$ cat src/sv/pter_pkg.sv
// ----------------------------------------------------------------------------
// pter_pkg: shared types and constants of the point transform rotator
// Holds command codes, sequencer states, the micro-program of the shared
// multiplier and the arctangent table of the CORDIC unit.
// ----------------------------------------------------------------------------
`default_nettype none

package pter_pkg;

   // Fixed widths of the trigonometric path and of the multiplier.
   localparam int TRIG_WIDTH  = 34;
   localparam int ZETA_WIDTH  = 33;
   localparam int MUL_B_WIDTH = 34;
   localparam int CHUNK_WIDTH = 17;
   localparam int FRAC_BITS   = 30;
   localparam int ATAN_DEPTH  = 24;
   localparam int PHASE_WIDTH = 32;
   localparam int UPC_WIDTH   = 6;

   localparam logic signed [TRIG_WIDTH-1:0] CORDIC_GAIN = 34'sh026DD3B6A;

   typedef enum logic [2:0] {
      CMD_LOAD      = 3'd0,
      CMD_TRANSLATE = 3'd1,
      CMD_ROT_X     = 3'd2,
      CMD_ROT_Y     = 3'd3,
      CMD_ROT_Z     = 3'd4,
      CMD_EULER     = 3'd5
   } cmd_type;

   typedef enum logic [2:0] {
      ST_IDLE,
      ST_TRIG,
      ST_TRIG_WAIT,
      ST_MUL,
      ST_MUL_WAIT,
      ST_FINISH
   } state_type;

   // Operand and destination registers of the micro-program.
   typedef enum logic [4:0] {
      SEL_PX, SEL_PY, SEL_PZ, SEL_DX, SEL_DY, SEL_DZ,
      SEL_SA, SEL_CA, SEL_SB, SEL_CB, SEL_SG, SEL_CG,
      SEL_SACB, SEL_CACB,
      SEL_R00, SEL_R01, SEL_R02, SEL_R10, SEL_R11, SEL_R12, SEL_R20, SEL_R21,
      SEL_NX, SEL_NY, SEL_NZ
   } sel_type;

   // How a rounded product lands in its destination.
   typedef enum logic [1:0] {
      MOP_SET,
      MOP_ADD,
      MOP_SUB,
      MOP_NEG
   } mop_type;

   typedef struct packed {
      mop_type mop;
      sel_type src_a;
      sel_type src_b;
      sel_type dst;
      logic    last;
   } uop_type;

   localparam logic [UPC_WIDTH-1:0] UPC_ROT_X = 6'd0;
   localparam logic [UPC_WIDTH-1:0] UPC_ROT_Y = 6'd4;
   localparam logic [UPC_WIDTH-1:0] UPC_ROT_Z = 6'd8;
   localparam logic [UPC_WIDTH-1:0] UPC_EULER = 6'd12;

   // Micro-program: one rounded multiply per step.
   function automatic uop_type uop_rom(input logic [UPC_WIDTH-1:0] upc);
      uop_type u;
      case (upc)
         // Rotation about X.
         6'd0:  u = '{MOP_SET, SEL_PY,   SEL_CA, SEL_NY,   1'b0};
         6'd1:  u = '{MOP_SUB, SEL_PZ,   SEL_SA, SEL_NY,   1'b0};
         6'd2:  u = '{MOP_SET, SEL_PY,   SEL_SA, SEL_NZ,   1'b0};
         6'd3:  u = '{MOP_ADD, SEL_PZ,   SEL_CA, SEL_NZ,   1'b1};
         // Rotation about Y.
         6'd4:  u = '{MOP_SET, SEL_PX,   SEL_CA, SEL_NX,   1'b0};
         6'd5:  u = '{MOP_ADD, SEL_PZ,   SEL_SA, SEL_NX,   1'b0};
         6'd6:  u = '{MOP_SET, SEL_PZ,   SEL_CA, SEL_NZ,   1'b0};
         6'd7:  u = '{MOP_SUB, SEL_PX,   SEL_SA, SEL_NZ,   1'b1};
         // Rotation about Z.
         6'd8:  u = '{MOP_SET, SEL_PX,   SEL_CA, SEL_NX,   1'b0};
         6'd9:  u = '{MOP_ADD, SEL_PY,   SEL_SA, SEL_NX,   1'b0};
         6'd10: u = '{MOP_NEG, SEL_PX,   SEL_SA, SEL_NY,   1'b0};
         6'd11: u = '{MOP_ADD, SEL_PY,   SEL_CA, SEL_NY,   1'b1};
         // Euler z-x-z: matrix coefficients first.
         6'd12: u = '{MOP_SET, SEL_SA,   SEL_CB, SEL_SACB, 1'b0};
         6'd13: u = '{MOP_SET, SEL_CA,   SEL_CB, SEL_CACB, 1'b0};
         6'd14: u = '{MOP_SET, SEL_CA,   SEL_CG, SEL_R00,  1'b0};
         6'd15: u = '{MOP_SUB, SEL_SACB, SEL_SG, SEL_R00,  1'b0};
         6'd16: u = '{MOP_SET, SEL_SA,   SEL_CG, SEL_R01,  1'b0};
         6'd17: u = '{MOP_ADD, SEL_CACB, SEL_SG, SEL_R01,  1'b0};
         6'd18: u = '{MOP_SET, SEL_SB,   SEL_SG, SEL_R02,  1'b0};
         6'd19: u = '{MOP_NEG, SEL_CA,   SEL_SG, SEL_R10,  1'b0};
         6'd20: u = '{MOP_SUB, SEL_SACB, SEL_CG, SEL_R10,  1'b0};
         6'd21: u = '{MOP_NEG, SEL_SA,   SEL_SG, SEL_R11,  1'b0};
         6'd22: u = '{MOP_ADD, SEL_CACB, SEL_CG, SEL_R11,  1'b0};
         6'd23: u = '{MOP_SET, SEL_SB,   SEL_CG, SEL_R12,  1'b0};
         6'd24: u = '{MOP_SET, SEL_SA,   SEL_SB, SEL_R20,  1'b0};
         6'd25: u = '{MOP_NEG, SEL_CA,   SEL_SB, SEL_R21,  1'b0};
         // Euler: matrix times offset from the pivot.
         6'd26: u = '{MOP_SET, SEL_DX,   SEL_R00, SEL_NX,  1'b0};
         6'd27: u = '{MOP_ADD, SEL_DY,   SEL_R01, SEL_NX,  1'b0};
         6'd28: u = '{MOP_ADD, SEL_DZ,   SEL_R02, SEL_NX,  1'b0};
         6'd29: u = '{MOP_SET, SEL_DX,   SEL_R10, SEL_NY,  1'b0};
         6'd30: u = '{MOP_ADD, SEL_DY,   SEL_R11, SEL_NY,  1'b0};
         6'd31: u = '{MOP_ADD, SEL_DZ,   SEL_R12, SEL_NY,  1'b0};
         6'd32: u = '{MOP_SET, SEL_DX,   SEL_R20, SEL_NZ,  1'b0};
         6'd33: u = '{MOP_ADD, SEL_DY,   SEL_R21, SEL_NZ,  1'b0};
         6'd34: u = '{MOP_ADD, SEL_DZ,   SEL_CB,  SEL_NZ,  1'b1};
         default: u = '{MOP_SET, SEL_PX, SEL_CA, SEL_NX,  1'b1};
      endcase
      return u;
   endfunction

   // Arctangent of 2^-i as a 32-bit binary angle.
   function automatic logic signed [31:0] atan_entry(input logic [4:0] idx);
      logic signed [31:0] v;
      case (idx)
         5'd0:  v = 32'sh20000000;
         5'd1:  v = 32'sh12E4051E;
         5'd2:  v = 32'sh09FB385B;
         5'd3:  v = 32'sh051111D4;
         5'd4:  v = 32'sh028B0D43;
         5'd5:  v = 32'sh0145D7E1;
         5'd6:  v = 32'sh00A2F61E;
         5'd7:  v = 32'sh00517C55;
         5'd8:  v = 32'sh0028BE53;
         5'd9:  v = 32'sh00145F2F;
         5'd10: v = 32'sh000A2F98;
         5'd11: v = 32'sh000517CC;
         5'd12: v = 32'sh00028BE6;
         5'd13: v = 32'sh000145F3;
         5'd14: v = 32'sh0000A2FA;
         5'd15: v = 32'sh0000517D;
         5'd16: v = 32'sh000028BE;
         5'd17: v = 32'sh0000145F;
         5'd18: v = 32'sh00000A30;
         5'd19: v = 32'sh00000518;
         5'd20: v = 32'sh0000028C;
         5'd21: v = 32'sh00000146;
         5'd22: v = 32'sh000000A3;
         5'd23: v = 32'sh00000051;
         default: v = 32'sh00000000;
      endcase
      return v;
   endfunction

endpackage

`default_nettype wire

$ cat src/sv/pter_mul.sv
// ----------------------------------------------------------------------------
// pter_mul: shared multiplier with Q30 rounding
// Multiplies a wide signed operand by a 34-bit coefficient, 17 bits of the
// wide operand per cycle, then rounds half up and drops 30 fraction bits.
// ----------------------------------------------------------------------------
`default_nettype none

module pter_mul #(
   parameter int A_WIDTH   = 34,
   parameter int RES_WIDTH = 38
) (
   input  logic                                    clock,
   input  logic                                    reset,
   input  logic                                    start,
   input  logic signed [A_WIDTH-1:0]               op_a,
   input  logic signed [pter_pkg::MUL_B_WIDTH-1:0] op_b,
   output logic                                    done,
   output logic signed [RES_WIDTH-1:0]             product
);
   import pter_pkg::*;

   localparam int NCH   = (A_WIDTH + CHUNK_WIDTH - 1) / CHUNK_WIDTH;
   localparam int EXT   = NCH * CHUNK_WIDTH;
   localparam int ACC_W = EXT + MUL_B_WIDTH + 2;
   localparam int CNT_W = (NCH > 1) ? $clog2(NCH) : 1;
   localparam int PP_W  = CHUNK_WIDTH + 1 + MUL_B_WIDTH;

   logic                          busy_ff;
   logic                          fin_ff;
   logic [CNT_W-1:0]              cnt_ff;
   logic signed [EXT-1:0]         a_ff;
   logic signed [MUL_B_WIDTH-1:0] b_ff;
   logic signed [ACC_W-1:0]       acc_ff;

   logic [CHUNK_WIDTH-1:0]        chunk;
   logic signed [CHUNK_WIDTH:0]   chunk_s;
   logic signed [PP_W-1:0]        pp;
   logic signed [ACC_W-1:0]       rounded;

   // Top chunk is signed, the lower chunks are unsigned.
   always_comb begin
      chunk   = a_ff[cnt_ff*CHUNK_WIDTH +: CHUNK_WIDTH];
      chunk_s = (cnt_ff == CNT_W'(NCH - 1)) ? {chunk[CHUNK_WIDTH-1], chunk}
                                            : {1'b0, chunk};
      pp      = chunk_s * b_ff;
      rounded = acc_ff + (ACC_W'(1) <<< (FRAC_BITS - 1));
   end

   always_ff @(posedge clock) begin
      if (reset) begin
         busy_ff <= 1'b0;
         fin_ff  <= 1'b0;
      end else begin
         fin_ff <= 1'b0;
         if (start) begin
            busy_ff <= 1'b1;
         end else if (busy_ff && cnt_ff == '0) begin
            busy_ff <= 1'b0;
            fin_ff  <= 1'b1;
         end
      end
   end

   // Accumulate partial products from the most significant chunk down.
   always_ff @(posedge clock) begin
      if (start) begin
         a_ff   <= EXT'(op_a);
         b_ff   <= op_b;
         cnt_ff <= CNT_W'(NCH - 1);
         acc_ff <= '0;
      end else if (busy_ff) begin
         acc_ff <= (acc_ff <<< CHUNK_WIDTH) + ACC_W'(pp);
         cnt_ff <= cnt_ff - CNT_W'(1);
      end
   end

   assign done    = fin_ff;
   assign product = signed'(rounded[FRAC_BITS +: RES_WIDTH]);

endmodule

`default_nettype wire

$ cat config.mk
export PLATFORM = sky130hd
export DESIGN_NAME = pter_mul
export DESIGN_NICKNAME = d
export VERILOG_FILES = /design/src/sv/pter_pkg.sv /design/src/sv/pter_mul.sv
export SDC_FILE = /design/constraint.sdc
export NUM_CORES = 2
export LEC_CHECK = 0
export BUFFER_PORTS_ARGS = -buffer_cell sky130_fd_sc_hd__buf_2
export CELL_PAD_IN_SITES_DETAIL_PLACEMENT = 2
export CELL_PAD_IN_SITES_GLOBAL_PLACEMENT = 2
export CORE_ASPECT_RATIO = 0.7
export CORE_MARGIN = 5
export CORE_UTILIZATION = 30
export CTS_BUF_LIST = sky130_fd_sc_hd__clkbuf_8
export DETAILED_ROUTE_END_ITERATION = 16
export GPL_ROUTABILITY_DRIVEN = 0
export HOLD_SLACK_MARGIN = 0.15
export PLACE_DENSITY = 0.64
export SETUP_SLACK_MARGIN = 0.05
export SYNTH_ARGS = -nofsm -noshare
export SYNTH_HDL_FRONTEND = slang
export SYNTH_SLANG_ARGS = --single-unit
$ cat constraint.sdc
create_clock -name clock -period 17.5 [get_ports clock]
set_input_delay 0 -clock clock [delete_from_list [all_inputs] [get_ports clock]]
set_output_delay 0 -clock clock [all_outputs]
set_load 0.01 [all_outputs]
==> reports/metrics.csv <==
metric,value,unit
drive_gt1_share,6.752,%
boundaryPins,110,
crit_chain,"buf_4, mux2_2, buf_4, and2_1, fa_1, fa_2, fa_1, fa_1, fa_1, fa_1, ha_1, ha_1, and4_1, and2_1, a221oi_1, a211oi_1, a2111oi_2, nand2_1, a21oi_1, o2111ai_1, o311ai_0",
final_hold_viol_count,0,
cp_num_buf_inv,2,
design.core.area,98250,sq um
drv_cap,0,
period_share,53.38,%
synth_top_area_share,46.37,%
slowest_stage,fa_2,
drtPass1Iterations,4,
critPathCaptureType,flip-flop,
setup_tns,0,ns
avgSynthCellArea,9.551,sq um
synthFlopType,dfxtp_1,
overflow,0,
synth_compound_area_share,5.964,%
period_needed,9.342,ns
synth_top_family_by_area,adder cells,
yosysSeqAreaShare,11.63,%
rows,96,
rsz0062_at_grt,no,
vias,22320,
synth-simple-area-share,14.11,%
fillers,10880,
cts_tree,built,
netlist_instances,3119,
path_max_fanout,34,
drv_slew,0,
insertion_delay,0.63,ns
crit_type,reg2reg,
numClockSinks,139,
drtIter0Drc,1126,
seq_area,3467,sq um
synth_xor_area_share,2.705,%
syn-num-nets,4060,
cpPeakStageDelay,1.23,ns
clk_pin_slew,0.12,ns
chipWidth,386.6,um
synth_area_leader_cell,fa_1,
synth_enable_flop_cells,68,
drt_wl_total,106.1,mm
hp-class,in2reg,
yosysWarnings,0,
crit_family,adder cells,
yosys-top-cells-area,"fa_1, inv_1, ha_1",
synth.distinct_cells,71,
cts_setup_buffers,0,
yosys.cell_count.top_type,fa_1,
slew_headroom,28.06,%
portBuffers,109,
numCtsBuffers,17,
multiInputGateArea,23410,sq um
yosys-top-cells-count,"fa_1, inv_1, nand2_1",
route.detailed.wl_per_inst,23.06,um
fmax,107.0,MHz
hold_buffers,140,
arrival,9.86,ns
setup_violations,0,
cts_max_level,4,
grt_pass1_wl,166.7,mm
place.detailed.hpwl,86.26,mm
antenna_found_initial,6,
async_flop_share,0,%
max-clock-path-buffers,2,
start_util,30.32,%
grtUsageTotal,20.72,%
grt_start_max_net_pins,58,
nets,4201,
critPathRequiredTime,18.02,ns
tightest_slew,1.077,ns
post_cts_resize_count,0,
area_growth,12.28,%
via_per_inst,4.851,
fp.dieArea,105800,sq um
ant_nets,0,
synth_area,29790,sq um
finalClockSkew,0.02508,ns
synth.mux.area_fraction,1.848,%
grt_pass1_vias,26990,
drc,0,
die_h,273.6,um
ys_ff_latch,139,
root_buffer,clkbuf_8,
synthAdderAreaFrac,53.93,%
worstSetupStartpointType,flip-flop,
status,"complete, no violations",
cp_common_cell,fa_1,
## sequential cells by signal (all words and copies together), names as in the netlist
name,count
done,1
b_ff,34
a_ff,34
busy_ff,1
cnt_ff,1
acc_ff,68
## final cells by class
class | count | share of cell area, %
Clock inverter | 15 | 0.5275
Multi-Input combinational cell | 2209 | 69.99
Tap cell | 1323 | 4.949
Inverter | 612 | 6.868
Antenna cell | 5 | 0.03741
Clock buffer | 17 | 0.6995
Sequential cell | 139 | 10.37
Timing Repair Buffer | 281 | 6.558
## placed cells by master, fill, tap and decap left out, types with 29 or more instances in the layout
master | Yosys | routed
a21o_1 | 29 | 29
a21oi_1 | 83 | 83
and2_1 | 159 | 159
buf_2 | 2 | 108
buf_4 | 5 | 32
dfxtp_1 | 71 | 70
dlygate4sd3_1 | 0 | 140
edfxtp_1 | 68 | 68
fa_1 | 690 | 689
ha_1 | 180 | 180
inv_1 | 612 | 612
mux2i_1 | 37 | 37
nand2_1 | 497 | 497
nand3_1 | 36 | 36
nor2_1 | 142 | 141
o21ai_0 | 48 | 47
xnor2_1 | 54 | 54
xor2_1 | 38 | 38
## cell families after synthesis
kind of cell,Yosys count
AO/OA/AOI/OAI,262
XOR/XNOR,92
adder cells (fa/ha/maj),870
buffers and inverters,771
flip-flops,139
multiplexers,53
AND/OR/NAND/NOR,932
## worst reg2reg max path: stages, from the launching register on
cell and delay, ns:
dfxtp_1 0.54, buf_4 0.36, mux2_2 0.39, buf_4 0.26, and2_1 0.28, fa_1 0.60
fa_2 1.23, fa_1 0.59, fa_1 0.53, fa_1 0.60, fa_1 0.42, ha_1 0.29
ha_1 0.39, and4_1 0.28, and2_1 0.22, a221oi_1 0.52, a211oi_1 0.14, a2111oi_2 0.78
nand2_1 0.25, a21oi_1 0.28, o2111ai_1 0.14, o311ai_0 0.16
## routing by layer
metal	routed length [um]	GRT usage (%)	vias up	part of all wire, %
met5	0	0	-	0
met4	1972	4.805	0	1.9
met3	3860	2.837	81	3.6
met2	47670	32.74	345	45
met1	52610	30.24	12160	50
li1	-	-	9729	-
## stage by stage
step | worst slack, ns | util [%] | instances | area [sq um] | hold WS, ns
after floorplan | 9.328 | - | 3119 | 29790 | 0.07238
after global placement | 8.599 | 32.18 | 4424 | 31620 | 0.1762
after detailed placement | 8.373 | 32.18 | 4424 | 31620 | 0.1783
after CTS | 8.330 | 34.03 | 4596 | 33430 | 0.3152
after global routing | 7.898 | 34.04 | 4600 | 33440 | 0.3861
final | 8.158 | 34.04 | 4601 | 33450 | 0.4103
## path summary, 6_finish.rpt
path                                         startpoint                 endpoint  slack [ns]  cells after the start
worst min-delay path                              start  acc_ff[57]$_SDFFE_PP0P_        0.41                      3
worst max register to register      cnt_ff$_SDFFE_PP1P_  acc_ff[61]$_SDFFE_PP0P_        8.16                     21
worst min register to register  acc_ff[63]$_SDFFE_PP0P_  acc_ff[63]$_SDFFE_PP0P_        0.51                      2
worst max-delay path                cnt_ff$_SDFFE_PP1P_  acc_ff[61]$_SDFFE_PP0P_        8.16                     21
Power is not shown: default switching activity piles up to over one toggle a cycle in this logic, so the estimate is an artifact.
